`config.mk`:
```
export PLATFORM = sky130hd
export DESIGN_NAME = lprr_queue
export DESIGN_NICKNAME = d
export VERILOG_FILES = /design/src/rtl/core/lprr_pkg.sv /design/src/rtl/core/lprr_queue.sv
export SDC_FILE = /design/constraint.sdc
export NUM_CORES = 1
export LEC_CHECK = 0
export BUFFER_PORTS_ARGS = -buffer_cell sky130_fd_sc_hd__buf_4
export CORE_ASPECT_RATIO = 1.1
export CORE_MARGIN = 2
export CORE_UTILIZATION = 54
export DETAILED_ROUTE_END_ITERATION = 10
export PLACE_DENSITY = 0.81
export SLEW_MARGIN = 40
export SYNTH_ARGS = -nofsm -noshare
export SYNTH_HDL_FRONTEND = slang
export SYNTH_SLANG_ARGS = --single-unit
export TNS_END_PERCENT = 30
```
`constraint.sdc`:
```
create_clock -name clock -period 4.92 [get_ports clock]
set_clock_uncertainty 0.15 [all_clocks]
set_input_delay 0.738 -clock clock [delete_from_list [all_inputs] [get_ports clock]]
set_output_delay 0.738 -clock clock [all_outputs]
set_load 0.01 [all_outputs]
```
`src/rtl/core/lprr_pkg.sv`:
```
// Shared types, codes and constants for the length-prefixed record ring.
// Used by every module of the block; depends on nothing.
package lprr_pkg;

   localparam int RING_DEPTH_DEF = 4096;
   localparam int RING_MIN       = 4;
   localparam int QUEUE_DEPTH    = 2;
   localparam int BYTES_USED_W   = 12;
   localparam int RING_BYTES_W   = 13;
   localparam logic [RING_BYTES_W-1:0] RING_BYTES_RESET = 13'd4096;

   localparam logic [1:0] KIND_START = 2'd0;
   localparam logic [1:0] KIND_DATA  = 2'd1;
   localparam logic [1:0] KIND_READ  = 2'd2;

   localparam logic [1:0] OP_START = 2'd0;
   localparam logic [1:0] OP_DATA  = 2'd1;
   localparam logic [1:0] OP_READ  = 2'd2;
   localparam logic [1:0] OP_NOP   = 2'd3;

   localparam logic [2:0] STATUS_OK       = 3'd0;
   localparam logic [2:0] STATUS_DISABLED = 3'd1;
   localparam logic [2:0] STATUS_BAD_LEN  = 3'd2;
   localparam logic [2:0] STATUS_NO_ROOM  = 3'd3;
   localparam logic [2:0] STATUS_NO_OPEN  = 3'd4;
   localparam logic [2:0] STATUS_EMPTY    = 3'd5;
   localparam logic [2:0] STATUS_PENDING  = 3'd6;

   localparam logic [2:0] ADDR_LOG_ENABLE = 3'd0;
   localparam logic [2:0] ADDR_RING_BYTES = 3'd4;

   typedef struct packed {
      logic [1:0] kind;
      logic [7:0] rec_len;
      logic [7:0] byte_in;
   } req_payload_type;

   typedef struct packed {
      logic [2:0]              status;
      logic [7:0]              byte_out;
      logic [7:0]              record_len;
      logic                    last;
      logic [BYTES_USED_W-1:0] bytes_used;
   } rsp_payload_type;

   typedef struct packed {
      logic [1:0] op;
      logic       len_zero;
      logic [7:0] rec_len;
      logic [7:0] byte_in;
   } queue_entry_type;

endpackage

```
`src/rtl/core/lprr_queue.sv`:
```
// Short request queue between the front end and the back end.
// Depends on lprr_pkg.
module lprr_queue
   import lprr_pkg::*;
(
   input  logic            clock,
   input  logic            reset,
   input  logic            push_valid,
   output logic            push_ready,
   input  queue_entry_type push_entry,
   output logic            pop_valid,
   input  logic            pop_ready,
   output queue_entry_type pop_entry
);

   localparam int PTR_W = (QUEUE_DEPTH > 1) ? $clog2(QUEUE_DEPTH) : 1;
   localparam int CNT_W = $clog2(QUEUE_DEPTH + 1);

   queue_entry_type slot_ff [QUEUE_DEPTH];
   logic [PTR_W-1:0] wr_ptr_ff, wr_ptr_in;
   logic [PTR_W-1:0] rd_ptr_ff, rd_ptr_in;
   logic [CNT_W-1:0] count_ff,  count_in;
   logic             do_push, do_pop;

   function automatic logic [PTR_W-1:0] next_ptr(input logic [PTR_W-1:0] p);
      return (p == PTR_W'(QUEUE_DEPTH - 1)) ? '0 : p + PTR_W'(1);
   endfunction

   assign push_ready = (count_ff != CNT_W'(QUEUE_DEPTH));
   assign pop_valid  = (count_ff != '0);
   assign pop_entry  = slot_ff[rd_ptr_ff];
   assign do_push    = push_valid && push_ready;
   assign do_pop     = pop_valid && pop_ready;

   always_comb begin
      wr_ptr_in = do_push ? next_ptr(wr_ptr_ff) : wr_ptr_ff;
      rd_ptr_in = do_pop  ? next_ptr(rd_ptr_ff) : rd_ptr_ff;
      count_in  = count_ff;
      if (do_push && !do_pop) begin
         count_in = count_ff + CNT_W'(1);
      end else if (do_pop && !do_push) begin
         count_in = count_ff - CNT_W'(1);
      end
   end

   always_ff @(posedge clock) begin
      if (reset) begin
         wr_ptr_ff <= '0;
         rd_ptr_ff <= '0;
         count_ff  <= '0;
      end else begin
         wr_ptr_ff <= wr_ptr_in;
         rd_ptr_ff <= rd_ptr_in;
         count_ff  <= count_in;
      end
   end

   always_ff @(posedge clock) begin
      if (do_push) begin
         slot_ff[wr_ptr_ff] <= push_entry;
      end
   end

endmodule

```
After elaboration in Yosys (flattened, before gate mapping)
Memory sizes are Yosys's and may differ from the RTL's. A register that Yosys moved wholly into a read port is not among the register bits.
Index checks and enable logic that the tools add are counted.
{"block": "classes", "mux": 8, "addsub": 4, "n_reduce_logical": 8, "n_eq_ne": 1}
{"cell": "1-bit two-way mux", "n": 6}
{"cell": "1-bit logical AND", "n": 4}
{"cell": "2-bit two-way mux", "n": 2}
{"cell": "2-bit nonzero test", "n": 2}
{"cell": "1-bit adder (second input constant)", "n": 2}
{"cell": "2-bit by 1-bit adder with 2-bit output (second input constant)", "n": 1}
{"cell": "1-bit logical NOT", "n": 2}
{"cell": "2-bit != test (second input constant)", "n": 1}
{"cell": "2-bit by 1-bit subtractor with 2-bit output (second input constant)", "n": 1}
{"block": "totals", "regBits": 4, "ramBits": 38, "output_inout_bits": 21, "mem_count": 1}
{"name": "slot_ff", "depth": 2, "word_bits": 19, "rd": 1, "rd_clocked_by_memory_dff": 1, "wr": 1, "line_no": "lprr_queue.sv:19", "text": "queue_entry_type slot_ff [QUEUE_DEPTH];"}

Longest topological paths before layout
Gate-level depths: netlist of the first run.
{"block": "depth", "depth_word": 6, "depth_mapped": 6, "mapped_depth_nobuf": 6}

Worst setup path after synthesis of the first run
Ideal clock, no wire load.
{"block": "synth_path", "path_kind": "register to output", "start": "register with a tool-made name", "end": "output pop_entry[10] (netlist bit)", "slack_ps": 3003, "path_stages_with_launch": 4, "arrival_time_ps": 1029, "t_required_ps": 4032, "path_buffers": 2, "cell_sequence": "dfxtp_1 > buf_2 > buf_4 > mux2_2"}
{"element": "end, declared", "line_no": "lprr_queue.sv:13", "text": "output queue_entry_type pop_entry"}

==> impl_metrics.csv, run 1 <==
group,metric,value,unit
critical_path,crit_path_start_kind,"register",
sta,worst_pin_slew,0.748,ns
global_route,grt_pass1_vias,897,
global_route,grt_max_degree,20,
sta,fin_crit,2.40,ns
floorplanning,die_area,0.00340,mm^2
routing,drt-total-wl,2550,um
global_route,grt_pass1_wl,3930,um
clock_tree,hold_buffers,0,
critical_path,crit_required,4.03,ns
synth,ys_types,18,
routing,drtPass1Iterations,4,
routing,vias_per_cell,5.22,
routing,drc,0,
finish,diodes,0,
critical_path,cp.arrival,1.51,ns
finish,fin_cells,165,
synth,synth_compound_area_share,1.89,%
critical_path,crit_path_max_fanout,19,
outcome,status,"complete, no violations",
clock_tree,cts.htree.levels,2,
synth,syn_area_per_cell,19.2,um^2
critical_path,cp.buffers_inverters,1,
sta,hold_viol,0,
floorplanning,die_y,60.9,um
synth,synth-xor-area-share,1.65,%
synth,seq_area_frac_synth,78.0,%
synth,ys_ff_latch,43,
synth,synthArstFlopShare,0,%
floorplanning,initial_core_util,57.3,%
routing,antenna_left,0,
floorplanning,core_area,0.00278,mm^2
sta,final_max_slew_viol_count,0,
sta,relSlewSlack,50.1,%
power,fin_total_pwr,928,uW
routing,drt_iter0_markers,17,
clock_tree,numCtsBuffers,5,
critical_path,slowest_stage,"dfxtp_2",
global_route,grt_overflow,0,
synth,synth_ff_type,"edfxtp_1",
synth,ys_warn_count,0,
synth,synth_top_area_cell,"edfxtp_1",
global_route,grt_antenna_before_repair,0,
power,powerDensity,465,mW/mm^2
clock_tree,cts.sinks,43,
clock_tree,cts_buffer_depth,2,
placement,placedCellCount,157,
critical_path,path_cells,"mux2_2 -> buf_4",
clock_tree,cts-root-buf,"clkbuf_4",
flow_run,drv_cap,0,
finish,layout.nets,155,
sta,hold_slack,0.373,ns
critical_path,slowest_delay,0.62,ns
clock_tree,post_cts_buffers,0,
critical_path,critical-path-top-delay-family,"flip-flops",
routing,via_count,861,
clock_tree,clkLatencyLatePin,0.34,ns
floorplanning,core.rowCount,20,
synth,synth_most_common_cell,"edfxtp_1",
sta,period_share,48.8,%
synth,synth_fa_ha_area_share,0.787,%
clock_tree,path_clk_slew,0.11,ns
critical_path,crit_type,"reg2out",
synth,synthSimpleGateAreaFrac,3.15,%
synth,synth_edf_count,38,
sta,setup_viol,0,
placement,gp_congestion,0.594,
sta,setup_tns,0,ns
clock_tree,cts_tree,"built",
finish,drive_gt1_share,53.8,%
clock_tree,post_cts_resized,0,
routing,wl_per_cell,15.5,um
synth,synth_area_leaders,"edfxtp_1 72%, mux2_2 13%, dfxtp_1 6.3%, xor2_1 1.7%, ha_1 0.79%",
hold_path,hold_path.class,"reg2reg",
global_route,grt_usage,16.8,%
synth,synth_top_family_by_area,"multiplexers",
floorplanning,die_w,55.7,um
sta,clock.fmax,417,MHz
critical_path,end_kind,"output port",
synth,synthCells,83,
sta,rsz0062_at_grt,"false",
synth,synth.area.mux_share,13.5,%
placement,dp.final_hpwl,1760,um
synth,yosysTopAreaCellShare,71.8,%
synth,syn_nets,107,
finish,syn_to_final_growth,25.3,%
placement,io_buffers,43,
synth,synth_area,0.00159,mm^2
finish,fin_util,71.8,%
floorplanning,io_pins,44,
synth,synth.top_cells.by_count,"38 x edfxtp_1, 19 x mux2_2, 5 x dfxtp_1",
finish,fillers,198,
power,leakage,0.760,nW
power,ir_worst_vdd,0.000292,V
[final cells by class]
type                       count  area, um^2  share of cell area [%]
sequential                    43        1240                    62.3
tap                           33        41.3                    2.07
timing repair buffer          43         323                    16.2
inverter                       1        3.75                   0.188
clock buffer                   8        48.8                    2.45
multi-input combinational     37         334                    16.8
[logic make-up after synthesis]
kind of cell               after synthesis
adders and majority gates                1
AOI/OAI and AO/OA                        5
muxes                                   19
xor gates and xnor gates                 3
and+or+nand+nor                          9
buffers and inverters                    3
DFF                                     43
[tightest hold or removal path, cell delays in order (launching register included)]
cell and delay, ns:
dfxtp_1 0.34, o21ai_0 0.08, a21oi_1 0.06
[placed cells by master (no fill, tap or decap), drive strengths merged]
cell type / netlist / routed
a21bo: 1 / 1
xor2: 3 / 3
edfxtp: 38 / 38
inv: 1 / 1
or2: 1 / 1
nor2: 3 / 3
a21oi: 2 / 2
and3: 1 / 1
nand3b: 1 / 1
nand2b: 1 / 1
or3: 1 / 1
ha: 1 / 1
dfxtp: 5 / 5
and2: 1 / 1
o21ai: 2 / 2
buf: 2 / 43
clkbuf: 0 / 8
mux2: 19 / 19
[stage by stage]
| step | instance area (um^2) | worst slack, ns |
|---|---|---|
| 2_1_floorplan | 1590 | 3.00 |
| 3_3_place_gp | 1940 | 2.61 |
| 3_5_place_dp | 1940 | 2.61 |
| 4_1_cts | 1990 | 2.20 |
| 5_1_grt | 1990 | 2.44 |
| 6_report | 1990 | 2.52 |
[where the power goes]
part	internal (mW)	switching (mW)	leakage, nW
clock	0.0570	0.102	0.0265
sequential	0.459	0.0375	0.397
combinational	0.155	0.117	0.336
[final timing paths]
path                            cells past startpoint              to        start  slack [ns]
worst max-delay path                                2   pop_entry[10]     register        2.52
worst min-delay path                                2     count_ff[1]  count_ff[1]        0.37
worst max register to register                      3  slot_ff[0][16]  count_ff[0]        3.08
worst min register to register                      2     count_ff[1]  count_ff[1]        0.37
[metal layers]
layer | vias up | GRT usage [%] | part of all wire, %
met5 | - | 0 | 0
met4 | 0 | 14.6 | 3.0
met3 | 7 | 5.33 | 5.0
met2 | 26 | 29.8 | 55
met1 | 417 | 16.1 | 37
li1 | 411 | - | -
[flip-flops by register name (all words and copies together) (netlist names), named ones only]
name       cells
rd_ptr_ff      1
count_ff       2
wr_ptr_ff      1
slot_ff       38
(Power assumes the default switching activity.)
==> run 2, diff against run 1 <==
--- a/config.mk
+++ b/config.mk
@@ -5,12 +5,13 @@
 export SDC_FILE = /design/constraint.sdc
 export NUM_CORES = 1
 export LEC_CHECK = 0
+export ABC_AREA = 1
 export BUFFER_PORTS_ARGS = -buffer_cell sky130_fd_sc_hd__buf_4
 export CORE_ASPECT_RATIO = 1.1
 export CORE_MARGIN = 2
-export CORE_UTILIZATION = 54
+export CORE_UTILIZATION = 46
 export DETAILED_ROUTE_END_ITERATION = 10
-export PLACE_DENSITY = 0.81
+export PLACE_DENSITY = 0.73
 export SLEW_MARGIN = 40
 export SYNTH_ARGS = -nofsm -noshare
 export SYNTH_HDL_FRONTEND = slang
==> constraint.sdc (replaced) <==
create_clock -name clock -period 2.2 [get_ports clock]
set_clock_uncertainty 0.15 [all_clocks]
set_input_delay 0.33 -clock clock [delete_from_list [all_inputs] [get_ports clock]]
set_output_delay 0.33 -clock clock [all_outputs]
set_load 0.01 [all_outputs]
==> run 2 against run 1 <==
Compared with the run above: design area is 15% higher; critical endpoint is now pop_entry[4]; synthesized cell count is 16% higher; sequential cell count stayed put; die area is 21% higher; clock power grew to 2.9 times the previous value; combinational power grew to 2.7 times the previous value; via count is 12% higher; count of clock-buffer cells in the layout is 1 lower; global-route usage is 2.2 points lower; highest routed layer unchanged; setup slack worse by 2.4 ns; non-clock buffer count is 19 higher.
==> impl_metrics.csv, run 2 <==
group,metric,value,unit
outcome,status,"complete, no violations",
critical_path,ff2ff_path_depth,5,
sta,relSlewSlack,70.6,%
global_route,grt_pass1_vias,972,
floorplanning,die_area,0.00411,mm^2
global_route,grt_max_degree,14,
sta,rsz0062_at_grt,"false",
finish,diodes,0,
synth,synth.top_cells.by_count,"38 x edfxtp_1, 10 x mux2_4, 9 x mux2_2, 9 x nand2_1, 8 x inv_1",
routing,antenna_left,0,
sta,hold_viol,0,
floorplanning,io_pins,44,
placement,gp_congestion,0.657,
power,ir_worst_vdd,0.000665,V
synth,synthCells,96,
routing,wl_per_cell,12.8,um
critical_path,crit_required,1.72,ns
finish,top_register,"slot_ff",
critical_path,end_kind,"output port",
synth,ys_ff_latch,43,
synth,ys_types,14,
synth,synth_ff_type,"edfxtp_1",
finish,reg_top3,"slot_ff: 38 flops, count_ff: 2 flops",
floorplanning,die_y,67.1,um
clock_tree,post_cts_buffers,0,
finish,largest_reg_flops,38,
synth,syn_area_per_cell,17.3,um^2
synth,syn_nets,120,
finish,final_cell_mix,"45 x buf_4, 38 x edfxtp_1, 15 x dlygate4sd3_1",
clock_tree,cts_tree,"built",
floorplanning,initial_core_util,49.1,%
sta,worst_pin_slew,0.441,ns
routing,drt-total-wl,2720,um
critical_path,rr_endpoint,"slot_ff[1][7]",
routing,drc,0,
critical_path,worst-path-stages,3,
routing,drtPass1Iterations,2,
placement,dp.final_hpwl,1970,um
power,leakage,0.927,nW
sta,clock.fmax,488,MHz
sta,fin_crit,2.05,ns
clock_tree,numCtsBuffers,5,
routing,vias_per_cell,4.54,
sta,setup_viol,0,
clock_tree,cts-root-buf,"clkbuf_4",
critical_path,crit_path_max_fanout,8,
critical_path,rrSetupSlack,0.57,ns
clock_tree,clkLatencyLatePin,0.33,ns
clock_tree,hold_buffers,1,
critical_path,slowest_stage,"dfxtp_1",
finish,final_common_cell,"buf_4",
synth,seq_area_frac_synth,74.6,%
floorplanning,core.rowCount,22,
critical_path,slowest_delay,0.53,ns
clock_tree,cts.htree.levels,2,
synth,ys_warn_count,0,
placement,placedCellCount,189,
synth,synth_top_area_cell,"edfxtp_1",
synth,synthArstFlopShare,0,%
finish,fin_util,67.9,%
sta,period_share,93.2,%
clock_tree,path_clk_slew,0.11,ns
critical_path,cp.arrival,1.57,ns
finish,drive_gt1_share,45.1,%
routing,drt_iter0_markers,12,
floorplanning,core_area,0.00339,mm^2
critical_path,reg2reg_from,"count_ff[0]",
clock_tree,cts.sinks,43,
critical_path,cp.buffers_inverters,2,
global_route,grt_antenna_before_repair,0,
synth,synth_area_leaders,"edfxtp_1 69%, mux2_4 9.0%, mux2_2 6.1%, dfxtp_1 6.0%, nand2_1 2.0%",
power,powerDensity,994,mW/mm^2
synth,synth_most_common_cell,"edfxtp_1",
critical_path,crit_path_start_kind,"register",
clock_tree,post_cts_resized,0,
finish,design_area,0.00230,mm^2
finish,layout.nets,187,
placement,post_dp_cell_area,0.00207,mm^2
flow_run,drv_cap,0,
global_route,grt_usage,14.6,%
finish,fillers,247,
critical_path,path_cells,"buf_4 -> mux2_2 -> buf_4",
critical_path,crit_type,"reg2out",
synth,synth_edf_count,38,
critical_path,cpMostUsedCell,"buf_4",
sta,hold_slack,0.0308,ns
sta,setup_tns,0,ns
sta,final_max_slew_viol_count,0,
synth,yosysTopAreaCellShare,68.6,%
synth,synth_area,0.00166,mm^2
critical_path,critical-path-top-delay-family,"flip-flops",
floorplanning,die_w,61.3,um
finish,syn_to_final_growth,38.3,%
placement,io_buffers,43,
finish,fin_cells,212,
hold_path,hold_path.class,"in2reg",
critical_path,cp-endpoint,"pop_entry[4]",
clock_tree,cts_buffer_depth,2,
routing,via_count,963,
global_route,grt_overflow,0,
global_route,grt_pass1_wl,4110,um
-- run 2: cell types whose count changed in the layout (fill, tap and decap cells not counted), moves of 2 or more --
cell | before | now
dlygate4sd3_1 | 0 | 15
mux2_2 | 19 | 9
mux2_4 | 0 | 10
nand2_1 | 0 | 9
inv_1 | 1 | 8
xor2_1 | 3 | 0
buf_12 | 0 | 2
buf_4 | 43 | 45
nand3_1 | 0 | 2
nor2_1 | 3 | 5
nor2_2 | 0 | 2
-- run 2: worst register-to-register path, delay by kind of cell, from the launching register on --
| family | cells | cell delay [ns] |
|---|---|---|
| flip-flops | 1 | 0.34 |
| buffers and inverters | 2 | 0.28 |
| AND/OR/NAND/NOR | 3 | 0.57 |
-- run 2: how the worst min path moves through the flow --
stage / startpoint / end / slack, ns / cells after the start
2_1_floorplan: push_entry[0] / slot_ff[0][0] / 0.28 / 0
3_3_place_gp: rd_ptr_ff / rd_ptr_ff / 0.33 / 2
3_5_place_dp: rd_ptr_ff / rd_ptr_ff / 0.35 / 2
4_1_cts: push_entry[4] / slot_ff[0][4] / 0.001 / 1
5_1_grt: push_entry[10] / slot_ff[0][10] / 0.001 / 1
6_report: push_entry[13] / slot_ff[1][13] / 0.03 / 1
-- run 2: cells by family after synthesis --
kind of cell             after synthesis  synth area share, %
AO/OA/AOI/OAI                          4                 1.20
adder cells (fa/ha/maj)                1                0.752
buffers and inverters                 10                 3.69
flip-flops                            43                 74.6
multiplexers                          19                 15.1
AND/OR/NAND/NOR                       19                 4.59
-- run 2: final cells by class --
class	count	area, um^2	area share, %
clock buffers	7	45.0	1.96
flip-flops and latches	43	1240	54.0
multi-input cells	43	365	15.9
well taps	48	60.1	2.61
repair buffers	62	528	23.0
inverters	8	30.0	1.31
clock inverters	1	30.0	1.31
-- run 2: through the flow --
step | total power [mW] | setup slack [ns]
after floorplan | 1.53 | 0.227
after global placement | 1.80 | 0.515
after detailed placement | 1.83 | 0.494
after CTS | 2.30 | 0.109
after global routing | 2.43 | 0.0393
final | 2.29 | 0.149
-- run 2: report_power, final --
group          leakage [nW]  internal [mW]  switching, mW
clock                0.0395          0.241          0.227
sequential            0.396           1.03         0.0508
combinational         0.492          0.402          0.332
total                 0.927           1.68          0.609
-- run 2: layer usage --
metal,global-route usage (%),up-vias,part of all wire (%)
met2,24.6,26,55
met1,15.7,452,38
li1,-,478,-
met4,7.34,0,1.8
met3,5.24,7,5.0
met5,0,-,0
==> run 3, diff against run 2 <==
--- a/config.mk
+++ b/config.mk
@@ -9,9 +9,10 @@
 export BUFFER_PORTS_ARGS = -buffer_cell sky130_fd_sc_hd__buf_4
 export CORE_ASPECT_RATIO = 1.1
 export CORE_MARGIN = 2
-export CORE_UTILIZATION = 46
+export CORE_UTILIZATION = 55
+export CTS_BUF_LIST = sky130_fd_sc_hd__clkbuf_16
 export DETAILED_ROUTE_END_ITERATION = 10
-export PLACE_DENSITY = 0.73
+export PLACE_DENSITY = 0.82
 export SLEW_MARGIN = 40
 export SYNTH_ARGS = -nofsm -noshare
 export SYNTH_HDL_FRONTEND = slang
==> constraint.sdc (replaced) <==
create_clock -name clock -period 2.4 [get_ports clock]
set_clock_uncertainty 0.15 [all_clocks]
set_input_delay 0.36 -clock clock [delete_from_list [all_inputs] [get_ports clock]]
set_output_delay 0.36 -clock clock [all_outputs]
set_load 0.01 [all_outputs]
==> run 3 against run 2 <==
Compared with the run above: utilization rose by 8.5 points; critical endpoint unchanged; global-route usage rose by 3.6 points; die area fell by 15%; largest power group unchanged; non-clock buffer count fell by 16.
==> impl_metrics.csv, run 3 (synthesis results as in run 2) <==
group,metric,value,unit
clock_tree,cts_tree,"built",
critical_path,worst-path-stages,3,
finish,top_register,"slot_ff",
power,leakage,0.885,nW
routing,drc,0,
critical_path,reg2reg_from,"count_ff[0]",
floorplanning,core_area,0.00283,mm^2
sta,final_max_slew_viol_count,0,
global_route,grt_max_degree,14,
placement,io_buffers,43,
clock_tree,cts-root-buf,"clkbuf_16",
clock_tree,cts_buffer_depth,2,
routing,drt_iter0_markers,18,
sta,clock.fmax,469,MHz
routing,wl_per_cell,14.9,um
global_route,grt_overflow,0,
critical_path,slowest_stage,"dfxtp_1",
sta,hold_slack,0.109,ns
finish,layout.nets,171,
finish,fillers,181,
clock_tree,numCtsBuffers,5,
finish,fin_util,76.4,%
placement,dp.final_hpwl,1990,um
clock_tree,cts.htree.levels,2,
floorplanning,io_pins,44,
sta,worst_pin_slew,0.474,ns
critical_path,path_cells,"buf_4 -> mux2_2 -> buf_4",
critical_path,crit_path_start_kind,"register",
critical_path,cp.arrival,1.62,ns
critical_path,cp.buffers_inverters,2,
finish,multi_input_area,365,um^2
finish,fin_cells,181,
floorplanning,die_area,0.00348,mm^2
critical_path,critical-path-top-delay-family,"flip-flops",
critical_path,crit_required,1.89,ns
hold_path,hold_path.class,"in2reg",
routing,vias_per_cell,5.17,
global_route,grt_usage,18.1,%
critical_path,crit_path_max_fanout,11,
finish,design_area,0.00216,mm^2
critical_path,cpMostUsedCell,"buf_4",
finish,syn_to_final_growth,29.9,%
routing,antenna_left,0,
outcome,status,"complete, no violations",
finish,diodes,0,
floorplanning,initial_core_util,58.8,%
finish,reg_top3,"slot_ff: 38 flops, count_ff: 2 flops",
global_route,grt_pass1_wl,4260,um
routing,via_count,935,
critical_path,ff2ff_path_depth,5,
sta,rsz0062_at_grt,"false",
critical_path,rrSetupSlack,0.62,ns
global_route,grt_pass1_vias,930,
floorplanning,die_y,61.7,um
power,ir_worst_vdd,0.000810,V
sta,hold_viol,0,
floorplanning,die_w,56.4,um
critical_path,crit_type,"reg2out",
hold_path,holdPathEnd,"slot_ff[0][3]",
clock_tree,cts.sinks,43,
critical_path,end_kind,"output port",
clock_tree,hold_buffers,0,
global_route,grt_antenna_before_repair,0,
flow_run,drv_cap,0,
routing,drtPass1Iterations,4,
clock_tree,post_cts_buffers,0,
clock_tree,path_clk_slew,0.06,ns
hold_path,holdPathStages,1,
finish,drive_gt1_share,49.3,%
clock_tree,clkLatencyLatePin,0.28,ns
sta,relSlewSlack,68.4,%
clock_tree,post_cts_resized,0,
critical_path,slowest_delay,0.54,ns
placement,gp_congestion,0.700,
placement,placedCellCount,173,
finish,final_cell_mix,"46 x buf_4, 38 x edfxtp_1, 10 x mux2_4",
finish,final_common_cell,"buf_4",
sta,setup_tns,0,ns
placement,post_dp_cell_area,0.00202,mm^2
sta,period_share,88.9,%
routing,drt-total-wl,2690,um
power,powerDensity,1040,mW/mm^2
finish,regArea,0.00124,mm^2
finish,largest_reg_flops,38,
critical_path,rr_endpoint,"slot_ff[1][4]",
sta,setup_viol,0,
sta,fin_crit,2.13,ns
hold_path,hp-start,"push_entry[3]",
floorplanning,core.rowCount,20,
## run 3: cell types whose count changed in the layout (fill, tap and decap cells not counted), sizes merged
cell | previous run | this run
clkinv | 0 | 2
bufinv | 1 | 0
buf | 47 | 46
clkbuf | 7 | 5
inv | 8 | 9
dlygate4sd3 | 15 | 0
## run 3: layout make-up
class / instances / area share [%]
sequential: 43 / 57.4
timing repair buffer: 46 / 16.0
tap: 33 / 1.91
multi-input combinational: 43 / 16.9
clock buffer: 5 / 5.79
clock inverter: 3 / 0.579
inverter: 8 / 1.39
## run 3: where the power goes
| group | switching [mW] | leakage (nW) | internal [mW] |
|---|---|---|---|
| registers | 0.0503 | 0.396 | 0.950 |
| clock network | 0.244 | 0.0724 | 0.375 |
| logic | 0.299 | 0.417 | 0.330 |
## run 3: worst max path at each step
stage	end	slack (ns)
floorplan	slot_ff[1][0]	0.43
global placement	pop_entry[4]	0.57
detailed placement	pop_entry[4]	0.56
CTS	pop_entry[4]	0.24
global route	pop_entry[4]	0.16
finish	pop_entry[4]	0.27
## run 3: metrics by stage
stage	setup WS [ns]	total power [mW]
floorplan	0.427	1.40
detailed placement	0.558	1.65
CTS	0.241	2.28
global placement	0.574	1.62
global route	0.163	2.37
finish	0.266	2.25
## run 3: layer usage
layer / track usage (%) / share of wire, % / routed length, um / vias up
met3: 6.51 / 5.8 / 157 / 5
met4: 14.3 / 2.3 / 61 / 0
li1: - / - / - / 449
met1: 18.5 / 38 / 1010 / 453
met5: 0 / 0 / 0 / -
met2: 30.9 / 54 / 1460 / 28
